### config.mk
export PLATFORM = sky130hd
export DESIGN_NAME = header_length_xor_packet_deframer_core
export DESIGN_NICKNAME = d
export VERILOG_FILES = /design/src/rtl/hlxd_pkg.sv /design/src/rtl/hlxd_ctrl.sv /design/src/rtl/hlxd_dpath.sv /design/src/rtl/header_length_xor_packet_deframer_core.sv
export SDC_FILE = /design/constraint.sdc
export NUM_CORES = 1
export LEC_CHECK = 0
export BUFFER_PORTS_ARGS = -buffer_cell sky130_fd_sc_hd__buf_2
export CAP_MARGIN = 25
export CORE_UTILIZATION = 25
export DETAILED_ROUTE_END_ITERATION = 10
export HOLD_SLACK_MARGIN = 0.15
export PLACE_DENSITY_LB_ADDON = 0.1
export REMOVE_ABC_BUFFERS = 1
export SYNTH_ARGS = -nofsm -noshare
export SYNTH_HDL_FRONTEND = slang
export SYNTH_SLANG_ARGS = --single-unit
### constraint.sdc
create_clock -name aclk -period 2.7 [get_ports aclk]
set_input_delay 0.27 -clock aclk [delete_from_list [all_inputs] [get_ports aclk]]
set_output_delay 0.27 -clock aclk [all_outputs]
set_load 0.02 [all_outputs]
### src/rtl/hlxd_pkg.sv
// Package for the header/length/XOR packet deframer.
// Holds the header byte constants, register indexes and the
// controller-to-datapath command and status structs. No dependencies.
package hlxd_pkg;

    // Header bytes, in order: 'U' 'N' 'E' 'R'
    localparam logic [7:0] HDR_U = 8'h55;
    localparam logic [7:0] HDR_N = 8'h4E;
    localparam logic [7:0] HDR_E = 8'h45;
    localparam logic [7:0] HDR_R = 8'h52;

    // Smallest length byte that leaves room for a command
    localparam logic [7:0] MIN_LEN = 8'd2;

    // Register indexes (paddr[2])
    localparam logic REG_TOKEN   = 1'b0;
    localparam logic REG_DELIVER = 1'b1;

    // Reset values of the registers
    localparam logic [7:0] TOKEN_RESET   = 8'd58;
    localparam logic       DELIVER_RESET = 1'b1;

    // Commands from the controller to the datapath
    typedef struct packed {
        logic xor_load;     // start the running check with this byte
        logic xor_acc;      // fold this byte into the running check
        logic len_load;     // take the length byte, clear the write index
        logic cmd_load;     // capture the command byte
        logic rem_dec;      // one body byte consumed
        logic store_wr;     // write this byte into the payload store
        logic rd_clear;     // restart the drain index
        logic rd_step;      // advance the drain index
        logic out_load;     // load the output register
        logic out_has_data; // the loaded item carries a payload byte
    } hlxd_cmd_t;

    // Status from the datapath to the controller
    typedef struct packed {
        logic eq_u;
        logic eq_n;
        logic eq_e;
        logic eq_r;
        logic len_ok;      // length byte inside the accepted range
        logic token_ok;    // byte matches the token register
        logic rem_last;    // this body byte is the checksum byte
        logic check_ok;    // running check XOR this byte is zero
        logic deliver_en;  // delivery enabled
        logic count_zero;  // frame has an empty payload
        logic rd_last;     // drain index is on the final payload byte
        logic out_free;    // output register can take an item this cycle
    } hlxd_sts_t;

endpackage

### src/rtl/hlxd_ctrl.sv
// Controller of the deframer: header hunt, length/token checks, body
// receive and the drain sequence that emits result items.
// Depends on hlxd_pkg.
module hlxd_ctrl (
    input  logic               aclk,
    input  logic               aresetn,
    input  logic               s_valid,
    output logic               s_ready,
    input  hlxd_pkg::hlxd_sts_t sts,
    output hlxd_pkg::hlxd_cmd_t cmd
);
    import hlxd_pkg::*;

    localparam logic [3:0] ST_HUNT   = 4'd0;
    localparam logic [3:0] ST_H1     = 4'd1;
    localparam logic [3:0] ST_H2     = 4'd2;
    localparam logic [3:0] ST_H3     = 4'd3;
    localparam logic [3:0] ST_LEN    = 4'd4;
    localparam logic [3:0] ST_TOKEN  = 4'd5;
    localparam logic [3:0] ST_CMD    = 4'd6;
    localparam logic [3:0] ST_BODY   = 4'd7;
    localparam logic [3:0] ST_D_ADDR = 4'd8;
    localparam logic [3:0] ST_D_LOAD = 4'd9;
    localparam logic [3:0] ST_D_EMPTY = 4'd10;

    logic [3:0] state_reg;
    logic [3:0] state_next;
    logic       fire;

    // Bytes are taken in every parse state, never while draining
    assign s_ready = (state_reg <= ST_BODY);
    assign fire    = s_valid && s_ready;

    // Next state and commands
    always_comb begin
        state_next = state_reg;
        cmd        = '0;
        unique case (state_reg)
            ST_HUNT: begin
                if (fire && sts.eq_u) begin
                    cmd.xor_load = 1'b1;
                    state_next   = ST_H1;
                end
            end
            ST_H1: begin
                if (fire) begin
                    cmd.xor_acc = sts.eq_n;
                    state_next  = sts.eq_n ? ST_H2 : ST_HUNT;
                end
            end
            ST_H2: begin
                if (fire) begin
                    cmd.xor_acc = sts.eq_e;
                    state_next  = sts.eq_e ? ST_H3 : ST_HUNT;
                end
            end
            ST_H3: begin
                if (fire) begin
                    cmd.xor_acc = sts.eq_r;
                    state_next  = sts.eq_r ? ST_LEN : ST_HUNT;
                end
            end
            ST_LEN: begin
                if (fire) begin
                    cmd.xor_acc  = sts.len_ok;
                    cmd.len_load = sts.len_ok;
                    state_next   = sts.len_ok ? ST_TOKEN : ST_HUNT;
                end
            end
            ST_TOKEN: begin
                if (fire) begin
                    cmd.xor_acc = sts.token_ok;
                    state_next  = sts.token_ok ? ST_CMD : ST_HUNT;
                end
            end
            ST_CMD: begin
                // Length is at least two, so a checksum byte always follows
                if (fire) begin
                    cmd.xor_acc  = 1'b1;
                    cmd.cmd_load = 1'b1;
                    cmd.rem_dec  = 1'b1;
                    state_next   = ST_BODY;
                end
            end
            ST_BODY: begin
                if (fire) begin
                    cmd.xor_acc  = 1'b1;
                    cmd.rem_dec  = 1'b1;
                    cmd.store_wr = !sts.rem_last;
                    if (sts.rem_last) begin
                        if (sts.check_ok && sts.deliver_en) begin
                            cmd.rd_clear = 1'b1;
                            state_next   = sts.count_zero ? ST_D_EMPTY : ST_D_ADDR;
                        end else begin
                            state_next = ST_HUNT;
                        end
                    end
                end
            end
            ST_D_ADDR: begin
                // Store read is in flight this cycle
                state_next = ST_D_LOAD;
            end
            ST_D_LOAD: begin
                if (sts.out_free) begin
                    cmd.out_load     = 1'b1;
                    cmd.out_has_data = 1'b1;
                    cmd.rd_step      = 1'b1;
                    state_next       = sts.rd_last ? ST_HUNT : ST_D_ADDR;
                end
            end
            ST_D_EMPTY: begin
                if (sts.out_free) begin
                    cmd.out_load = 1'b1;
                    state_next   = ST_HUNT;
                end
            end
            default: begin
                state_next = ST_HUNT;
            end
        endcase
    end

    // State register
    always_ff @(posedge aclk) begin
        if (!aresetn) begin
            state_reg <= ST_HUNT;
        end else begin
            state_reg <= state_next;
        end
    end

endmodule

### src/rtl/hlxd_dpath.sv
// Datapath of the deframer: running XOR check, length and index counters,
// command capture, payload store and the output register.
// Depends on hlxd_pkg.
module hlxd_dpath #(
    parameter int BUFFER_DEPTH = 64
) (
    input  logic                aclk,
    input  logic                aresetn,
    input  logic [7:0]          rx_byte,
    input  logic [7:0]          token_value,
    input  logic                deliver_enable,
    input  hlxd_pkg::hlxd_cmd_t cmd,
    output hlxd_pkg::hlxd_sts_t sts,
    input  logic                m_ready,
    output logic                m_valid,
    output logic [7:0]          m_command,
    output logic [7:0]          m_data_byte,
    output logic                m_has_data,
    output logic [5:0]          m_payload_count,
    output logic                m_last
);
    import hlxd_pkg::*;

    localparam int AW = $clog2(BUFFER_DEPTH);
    localparam logic [8:0] MAX_LEN = 9'(BUFFER_DEPTH + 1);

    logic [7:0]    check_reg;
    logic [7:0]    rem_reg;
    logic [7:0]    count_reg;
    logic [7:0]    command_reg;
    logic [AW-1:0] wr_idx_reg;
    logic [AW-1:0] rd_idx_reg;
    logic [7:0]    rd_data_reg;
    logic [7:0]    store_mem [BUFFER_DEPTH];

    logic          out_valid_reg;
    logic [7:0]    out_command_reg;
    logic [7:0]    out_data_reg;
    logic          out_has_data_reg;
    logic [5:0]    out_count_reg;
    logic          out_last_reg;

    // Status toward the controller
    always_comb begin
        sts.eq_u       = (rx_byte == HDR_U);
        sts.eq_n       = (rx_byte == HDR_N);
        sts.eq_e       = (rx_byte == HDR_E);
        sts.eq_r       = (rx_byte == HDR_R);
        sts.len_ok     = (rx_byte >= MIN_LEN) && ({1'b0, rx_byte} <= MAX_LEN);
        sts.token_ok   = (rx_byte == token_value);
        sts.rem_last   = (rem_reg == 8'd1);
        sts.check_ok   = (check_reg == rx_byte);
        sts.deliver_en = deliver_enable;
        sts.count_zero = (count_reg == 8'd0);
        sts.rd_last    = ((8'(rd_idx_reg) + 8'd1) == count_reg);
        sts.out_free   = !out_valid_reg || m_ready;
    end

    // Running check, counters and command byte
    always_ff @(posedge aclk) begin
        if (cmd.xor_load) begin
            check_reg <= rx_byte;
        end else if (cmd.xor_acc) begin
            check_reg <= check_reg ^ rx_byte;
        end
        if (cmd.len_load) begin
            rem_reg    <= rx_byte;
            count_reg  <= rx_byte - MIN_LEN;
            wr_idx_reg <= '0;
        end else begin
            if (cmd.rem_dec) begin
                rem_reg <= rem_reg - 8'd1;
            end
            if (cmd.store_wr) begin
                wr_idx_reg <= AW'(wr_idx_reg + 1'b1);
            end
        end
        if (cmd.cmd_load) begin
            command_reg <= rx_byte;
        end
        if (cmd.rd_clear) begin
            rd_idx_reg <= '0;
        end else if (cmd.rd_step) begin
            rd_idx_reg <= AW'(rd_idx_reg + 1'b1);
        end
    end

    // Payload store: one write port, one registered read port
    always_ff @(posedge aclk) begin
        if (cmd.store_wr) begin
            store_mem[wr_idx_reg] <= rx_byte;
        end
        rd_data_reg <= store_mem[rd_idx_reg];
    end

    // Output register: valid flag
    always_ff @(posedge aclk) begin
        if (!aresetn) begin
            out_valid_reg <= 1'b0;
        end else if (cmd.out_load) begin
            out_valid_reg <= 1'b1;
        end else if (m_ready) begin
            out_valid_reg <= 1'b0;
        end
    end

    // Output register: payload
    always_ff @(posedge aclk) begin
        if (cmd.out_load) begin
            out_command_reg  <= command_reg;
            out_data_reg     <= cmd.out_has_data ? rd_data_reg : 8'd0;
            out_has_data_reg <= cmd.out_has_data;
            out_count_reg    <= count_reg[5:0];
            out_last_reg     <= cmd.out_has_data ? sts.rd_last : 1'b1;
        end
    end

    assign m_valid         = out_valid_reg;
    assign m_command       = out_command_reg;
    assign m_data_byte     = out_data_reg;
    assign m_has_data      = out_has_data_reg;
    assign m_payload_count = out_count_reg;
    assign m_last          = out_last_reg;

endmodule

### src/rtl/header_length_xor_packet_deframer_core.sv
// Top level of the header/length/XOR packet deframer: register port,
// controller and datapath.
// Depends on hlxd_pkg, hlxd_ctrl and hlxd_dpath.
//
//   Channel   Handshake            Payload
//   --------  -------------------  ------------------------------------------
//   s_        s_valid / s_ready    s_rx_byte
//   m_        m_valid / m_ready    m_command, m_data_byte, m_has_data,
//                                  m_payload_count, m_last
//   APB       psel/penable/pready  paddr 0: token_value, paddr 4: deliver_enable
//
// A byte is taken whenever s_valid and s_ready are both high. A frame that
// passes its checks is then drained one payload byte at a time (store read,
// then output load), or as one item without data for an empty payload;
// s_ready is low while draining. The output register lets the next frame's
// bytes in while the final item waits. A stalled m_ready holds the drain.
// Reset is synchronous on aresetn; the payload store needs no clearing.
module header_length_xor_packet_deframer_core #(
    parameter int BUFFER_DEPTH = 64
) (
    input  logic        aclk,
    input  logic        aresetn,
    // Input bytes
    input  logic        s_valid,
    output logic        s_ready,
    input  logic [7:0]  s_rx_byte,
    // Result items
    output logic        m_valid,
    input  logic        m_ready,
    output logic [7:0]  m_command,
    output logic [7:0]  m_data_byte,
    output logic        m_has_data,
    output logic [5:0]  m_payload_count,
    output logic        m_last,
    // Register port
    input  logic        psel,
    input  logic        penable,
    input  logic        pwrite,
    input  logic [2:0]  paddr,
    input  logic [31:0] pwdata,
    output logic [31:0] prdata,
    output logic        pready
);
    import hlxd_pkg::*;

    logic       token_sel;
    logic [7:0] token_value_reg;
    logic       deliver_reg;
    logic       wr_en;
    hlxd_cmd_t  cmd;
    hlxd_sts_t  sts;

    assign pready = 1'b1;
    assign wr_en  = psel && penable && pwrite && pready;

    // Register writes
    always_ff @(posedge aclk) begin
        if (!aresetn) begin
            token_value_reg <= TOKEN_RESET;
            deliver_reg     <= DELIVER_RESET;
        end else if (wr_en) begin
            unique case (paddr[2])
                REG_TOKEN:   token_value_reg <= pwdata[7:0];
                REG_DELIVER: deliver_reg     <= pwdata[0];
                default:     token_value_reg <= token_value_reg;
            endcase
        end
    end

    // Register reads
    assign token_sel = (paddr[2] == REG_TOKEN);
    assign prdata    = token_sel ? {24'd0, token_value_reg} : {31'd0, deliver_reg};

    hlxd_ctrl u_ctrl (
        .aclk    (aclk),
        .aresetn (aresetn),
        .s_valid (s_valid),
        .s_ready (s_ready),
        .sts     (sts),
        .cmd     (cmd)
    );

    hlxd_dpath #(
        .BUFFER_DEPTH (BUFFER_DEPTH)
    ) u_dpath (
        .aclk            (aclk),
        .aresetn         (aresetn),
        .rx_byte         (s_rx_byte),
        .token_value     (token_value_reg),
        .deliver_enable  (deliver_reg),
        .cmd             (cmd),
        .sts             (sts),
        .m_ready         (m_ready),
        .m_valid         (m_valid),
        .m_command       (m_command),
        .m_data_byte     (m_data_byte),
        .m_has_data      (m_has_data),
        .m_payload_count (m_payload_count),
        .m_last          (m_last)
    );

endmodule
---- After elaboration in Yosys (flattened, before gate mapping) ----
Memories as Yosys holds them, arrays and structs flattened. A register that Yosys moved wholly into a read port is not among the register bits.
Cells that the tools add are included.
cells by class
  $add $sub $neg .......................... 5
  magnitude comparators ................... 3
  divide/modulo/power cells ............... 0
  bitwise logic cells ..................... 2
  reductions and logical operators ........ 18
  $mul .................................... 0
  shift operators ......................... 0
  mux-type cells .......................... 51
  equality and inequality tests ........... 29
operators with widths
  cell                   number
  $mux W4                13
  $pmux W4 S11           1
  $mux W8                5
  $eq A8 B7 Y1 const B   4
  $eq A8 B8 Y1           3
  $mux W1                18
  $ne A2 B1 Y1 const B   9
  $eq A4 B3 Y1 const B   4
  $mux W3                5
  $add A6 B1 Y6 const B  2
  $eq A4 B4 Y1 const B   3
  $mux W2                6
  $reduce_and A11 Y1     1
  $eq A4 B2 Y1 const B   2
  $eq A8 B1 Y1 const B   1
  $ge A8 B2 Y1 const B   1
  $le A8 B7 Y1 const B   1
  $logic_not A8 Y1       1
  $sub A8 B1 Y8 const B  1
  $sub A8 B2 Y8 const B  1
  $xor A8 B8 Y8          1
  $add A6 B1 Y7 const B  1
  $logic_and A1 B1 Y1    6
  $pmux W1 S6            1
  11 further kinds       17
word-level totals
  memories kept ........................... 1
  RAM bits ................................ 512
  bits in read-only memories .............. 0
  bits in latches ......................... 0
  word-level logic and storage cells ...... 124
  input bits .............................. 50
  bits in registers ....................... 82
  output and inout bits ................... 59
memories
  name               depth  width  rd ports  clocked after Yosys merged registers in  wr ports  line              text
  u_dpath.store_mem  64     8      1         1                                        1         hlxd_dpath.sv:34  logic [7:0] store_mem [BUFFER_DEPTH];

---- Logic depth before layout (Yosys ltp) ----
  word-level depth ........................ 8
  gate-level depth with buffers ........... 9
  depth with buffers taken out ............ 8

---- By module ----
A second synthesis with hierarchy kept.
unflattened totals
  cell total of the unflattened synthesis .. 1357
  area, all modules ....................... 24586.1 µm²
modules (own cells, without submodules)
  module                                  sequential area each (µm²)  instances  cells an instance  area an instance (µm²)
  hlxd_dpath                              17476.8                     1          1213               23379.9
  header_length_xor_packet_deframer_core  180.2                       1          76                 666.9
  hlxd_ctrl                               80.1                        1          68                 539.3

---- Worst setup path before layout ----
No wires, ideal clock.
  path kind ............................... register -> register
  start ................................... register u_ctrl.state_reg[3]
  end ..................................... register u_dpath.out_command_reg[0], in the netlist u_dpath.m_command[0] (enable)
  library setup time ...................... 0.407 ns
  path buffers ............................ 0
  clock period less this slack ............ 2.429 ns
  cell stages (with the launch flop) ...... 4
  path slack .............................. 0.271 ns
  data arrival time ....................... 2.022 ns
  required time ........................... 2.293 ns
  cells stage by stage .................... dfxtp_1 -> inv_1 -> or3_1 -> nor2b_1
RTL lines
  what                    line               text
  start, declared         hlxd_ctrl.sv:26    logic [3:0] state_reg;
  start signal, assigned  hlxd_ctrl.sv:129   state_reg <= state_next;
  end signal, assigned    hlxd_dpath.sv:110  out_command_reg <= command_reg;
  end, declared           hlxd_dpath.sv:37   logic [7:0] out_command_reg;

==> impl_metrics.prom <==
# TYPE chip_impl_metric gauge
chip_impl_info{name="result_of_the_run",value="finished clean"} 1
chip_impl_metric{name="placement.io_buffers",unit=""} 57
chip_impl_metric{name="rows",unit=""} 113
chip_impl_metric{name="dr_total_vias",unit=""} 12300
chip_impl_metric{name="share_clk_of_total_power",unit=""} 0.469
chip_impl_metric{name="clock_buffers_created_by_tritoncts",unit=""} 71
chip_impl_info{name="kind_of_path_behind_the_tightest_hold_check",value="in -> reg"} 1
chip_impl_info{name="clock_tree.root_cell",value="clkbuf_16"} 1
chip_impl_metric{name="die_area",unit="µm²"} 97500
chip_impl_info{name="timing_worst_setup_path_type",value="reg -> reg"} 1
chip_impl_metric{name="cts_setup_buffers",unit=""} 0
chip_impl_metric{name="dr.first_iter.drc_count",unit=""} 870
chip_impl_metric{name="ios",unit=""} 109
chip_impl_metric{name="preCtsSetupSlack",unit="ns"} 0.164
chip_impl_metric{name="cts.reportedPaths.clkPinSlew",unit="ns"} 0.06
chip_impl_metric{name="globalplace.congestion",unit=""} 0.756
chip_impl_metric{name="timing.reg2reg.setup_slack",unit="ns"} 0.18
chip_impl_metric{name="cp_data_required_time",unit="ns"} 3.19
chip_impl_info{name="crit_path_cell_trace",value="buf_12 > buf_12 > mux4_2 > mux2i_1 > a21oi_1 > o21ai_0 > nand2_1"} 1
chip_impl_info{name="crit_slowest_cell",value="dfxtp_4"} 1
chip_impl_metric{name="nets",unit=""} 1554
chip_impl_info{name="critPathMostFrequentCell",value="buf_12"} 1
chip_impl_metric{name="antenna_found_initial",unit=""} 2
chip_impl_metric{name="fmax",unit="GHz"} 0.397
chip_impl_metric{name="power.total",unit="mW"} 20.6
chip_impl_metric{name="synth_area_per_cell",unit="µm²"} 18.9
chip_impl_metric{name="leakage",unit="nW"} 9.33
chip_impl_metric{name="cts_htree_levels",unit=""} 3
chip_impl_metric{name="grtUsageTotal",unit=""} 0.136
chip_impl_metric{name="initial_core_util",unit=""} 0.253
chip_impl_metric{name="synth.ff_latch_count",unit=""} 602
chip_impl_info{name="critical_path.reg2reg.startpoint",value="u_dpath.rd_idx_reg[1]"} 1
chip_impl_metric{name="critical_path_peak_fanout",unit=""} 32
chip_impl_metric{name="post-dp-hpwl",unit="µm"} 41500
chip_impl_metric{name="remaining_drc_errors",unit=""} 0
chip_impl_metric{name="number_of_setup_violations_in_the_final_report",unit=""} 0
chip_impl_metric{name="power.share.combinational",unit=""} 0.032
chip_impl_info{name="rsz_0062_raised_after_global_routing",value="false"} 1
chip_impl_metric{name="placeableCoreArea",unit="µm²"} 95200
chip_impl_metric{name="first_pass_grt_wire_length",unit="µm"} 94600
chip_impl_metric{name="min_delay_path_depth",unit=""} 3
chip_impl_metric{name="cp_slowest_stage_delay",unit="ns"} 0.64
chip_impl_metric{name="layout.core_utilization",unit=""} 0.308
chip_impl_metric{name="synth_sequential_area_ratio",unit=""} 0.737
chip_impl_metric{name="dr.pass1.iters",unit=""} 5
chip_impl_metric{name="timing.max_cap.violations",unit=""} 0
chip_impl_metric{name="async_flop_share",unit=""} 0
chip_impl_metric{name="deepest_clock_path_buffer_count",unit=""} 3
chip_impl_metric{name="final.setup_skew",unit="ns"} 0.0309
chip_impl_metric{name="number_of_nets_still_failing_antenna_checks_after_routing",unit=""} 0
chip_impl_info{name="critical_path.startpoint_type",value="flop"} 1
chip_impl_metric{name="instances_no_fill",unit=""} 2826
chip_impl_info{name="registers.top_by_ff_count",value="u_dpath.store_mem"} 1
chip_impl_metric{name="irDropWorstVdd",unit="mV"} 0.369
chip_impl_metric{name="worst-slew-pin-transition",unit="ns"} 0.813
chip_impl_metric{name="insertion_delay",unit="ns"} 0.61
chip_impl_metric{name="power_density_over_cell_area",unit="nW/µm²"} 701
chip_impl_info{name="clock_tree_from_tritoncts",value="built"} 1
chip_impl_metric{name="tns",unit="ns"} 0
chip_impl_metric{name="fp.dieW",unit="µm"} 312
chip_impl_metric{name="place.detailed.instances",unit=""} 2662
chip_impl_metric{name="finalWirelength",unit="µm"} 65700
chip_impl_metric{name="unique_masters_post_synth",unit=""} 60
chip_impl_info{name="reg2reg_to",value="u_dpath.rd_data_reg[6]"} 1
chip_impl_metric{name="internal_power",unit="mW"} 16.2
chip_impl_info{name="ys.flop_type",value="edfxtp_1"} 1
chip_impl_metric{name="clkSinkCount",unit=""} 602
chip_impl_info{name="critical_path.top_delay_family",value="multiplexers"} 1
chip_impl_metric{name="final_max_slew_viol_count",unit=""} 0
chip_impl_metric{name="floorplan.die.height",unit="µm"} 312
chip_impl_metric{name="min_period",unit="ns"} 2.52
chip_impl_metric{name="timing.final.crit_share",unit=""} 0.932
chip_impl_metric{name="final_design_area_no_fill",unit="µm²"} 29300
chip_impl_info{name="hold_path_startpoint",value="s_rx_byte[5]"} 1
chip_impl_info{name="hold-path-endpoint",value="u_dpath.rem_reg[5]"} 1
chip_impl_metric{name="largest_register_ffs",unit=""} 512
chip_impl_metric{name="vias_in_the_first_global_route",unit=""} 12700
chip_impl_metric{name="post_route_cells_drive_above_1_share",unit=""} 0.294
chip_impl_metric{name="synthesis.area",unit="µm²"} 24100
chip_impl_metric{name="timing.critical_path.depth",unit=""} 7
chip_impl_metric{name="crit_buf_inv",unit=""} 2
chip_impl_metric{name="swShare",unit=""} 0.210
chip_impl_metric{name="post_detailed_route_via_to_cell_ratio",unit=""} 4.34
chip_impl_metric{name="flow.area_growth_from_synthesis",unit="%"} 21.8
chip_impl_metric{name="share_seq_of_total_power",unit=""} 0.500
chip_impl_metric{name="net-switching-power",unit="mW"} 4.31
chip_impl_metric{name="synth_edf_count",unit=""} 568
chip_impl_metric{name="dpl_cell_area",unit="µm²"} 26700
chip_impl_metric{name="layout_setup_ws",unit="ns"} 0.183
chip_impl_metric{name="final-hold-violation-count",unit=""} 0
chip_impl_metric{name="timing.max_slew.rel_slack",unit=""} 0.458
chip_impl_metric{name="synthCells",unit=""} 1276
chip_impl_metric{name="drt-wirelength-per-cell",unit="µm"} 23.3
chip_impl_metric{name="grt_remaining_overflow",unit=""} 0
chip_impl_metric{name="worst-r2r-cell-count",unit=""} 7
chip_impl_metric{name="synthesis.yosys.warnings",unit=""} 0
chip_impl_info{name="end_kind",value="flop"} 1
chip_impl_metric{name="grt_start_max_net_pins",unit=""} 63
chip_impl_metric{name="finalHoldWorstSlack",unit="ns"} 0.203
chip_impl_metric{name="worst_ep_arrival_time",unit="ns"} 3.01
cells in the mapped netlist (17+ instances only):
library cell / count / area (µm²)
edfxtp_1: 568 / 17100
mux4_2: 144 / 3240
nor2_1: 98 / 368
nand2_1: 55 / 206
dfxtp_1: 34 / 681
buf_4: 31 / 233
clkbuf_1: 30 / 113
xor2_1: 25 / 219
nor2b_1: 23 / 144
nand3_1: 20 / 100
buf_2: 19 / 95.1
a21oi_1: 17 / 85.1
worst max path at each step:
stage                                   to  slack (ns)                  start
global placement    u_dpath.rd_data_reg[6]        0.13  u_dpath.rd_idx_reg[1]
finish              u_dpath.rd_data_reg[6]        0.18  u_dpath.rd_idx_reg[1]
detailed placement  u_dpath.rd_data_reg[6]        0.16  u_dpath.rd_idx_reg[1]
CTS                    u_ctrl.state_reg[3]        0.13  u_dpath.rd_idx_reg[0]
floorplan              u_ctrl.state_reg[3]       -3.51  u_dpath.rd_idx_reg[0]
global route        u_dpath.rd_data_reg[0]        0.02  u_dpath.rd_idx_reg[1]
cells by family after synthesis:
| logic type | share of synthesized area |
|---|---|
| xor+xnor | 0.0149 |
| mux | 0.141 |
| flops | 0.737 |
| other cells | 0.000312 |
| compound gates | 0.0244 |
| fa+ha+maj | 0.00260 |
| buf+inv | 0.0237 |
| simple gates | 0.0560 |
placed cells by master, fill, tap and decap left out, drive strengths merged, types with 9 or more instances in the layout:
| cell | count |
|---|---|
| clkbuf | 91 |
| and2 | 11 |
| dfxtp | 34 |
| mux2i | 13 |
| buf | 193 |
| a21oi | 17 |
| a211oi | 9 |
| nor2 | 98 |
| nand4 | 9 |
| o21ai | 19 |
| dlygate4sd3 | 29 |
| nor3 | 15 |
| xnor2 | 16 |
| nor2b | 23 |
| conb | 25 |
| edfxtp | 568 |
| nand2 | 55 |
| mux4 | 144 |
| inv | 12 |
| clkinv | 30 |
| xor2 | 25 |
| nand3 | 20 |
worst min-delay path, stage by stage:
cell and delay [ns]:
buf_2 0.19, nor2_1 0.13, a21oi_1 0.04
timing repair:
action | CTS | global route
hold buffers | 29 | 0
resized for setup | 0 | 1
endpoints found under the setup margin | 0 | 1
endpoints found under the hold margin | 22 | 0
cell type report:
type | count | area [µm²]
Antenna cell | 3 | 7.51
Clock buffer | 91 | 1950
Clock inverter | 41 | 389
Fill cell | 9313 | 65800
Inverter | 10 | 37.5
Multi-Input combinational cell | 592 | 5850
Sequential cell | 602 | 17700
Tap cell | 1265 | 1580
Timing Repair Buffer | 222 | 1740
layer usage:
layer,vias to the layer above,share of wire,track usage
met3,78,0.035,0.0224
li1,5516,-,-
met5,-,0,0
met2,216,0.48,0.219
met1,6455,0.46,0.188
met4,0,0.020,0.0387
power by group through the flow:
stage / logic [mW] / clock network [mW] / registers [mW]
after floorplan: 0.272 / 0 / 10.5
after global placement: 0.636 / 0 / 10.5
after detailed placement: 0.642 / 0 / 10.5
after CTS: 0.667 / 9.97 / 10.3
after global routing: 0.716 / 10.3 / 10.3
final: 0.648 / 9.64 / 10.3
(Power assumes the default switching activity.)
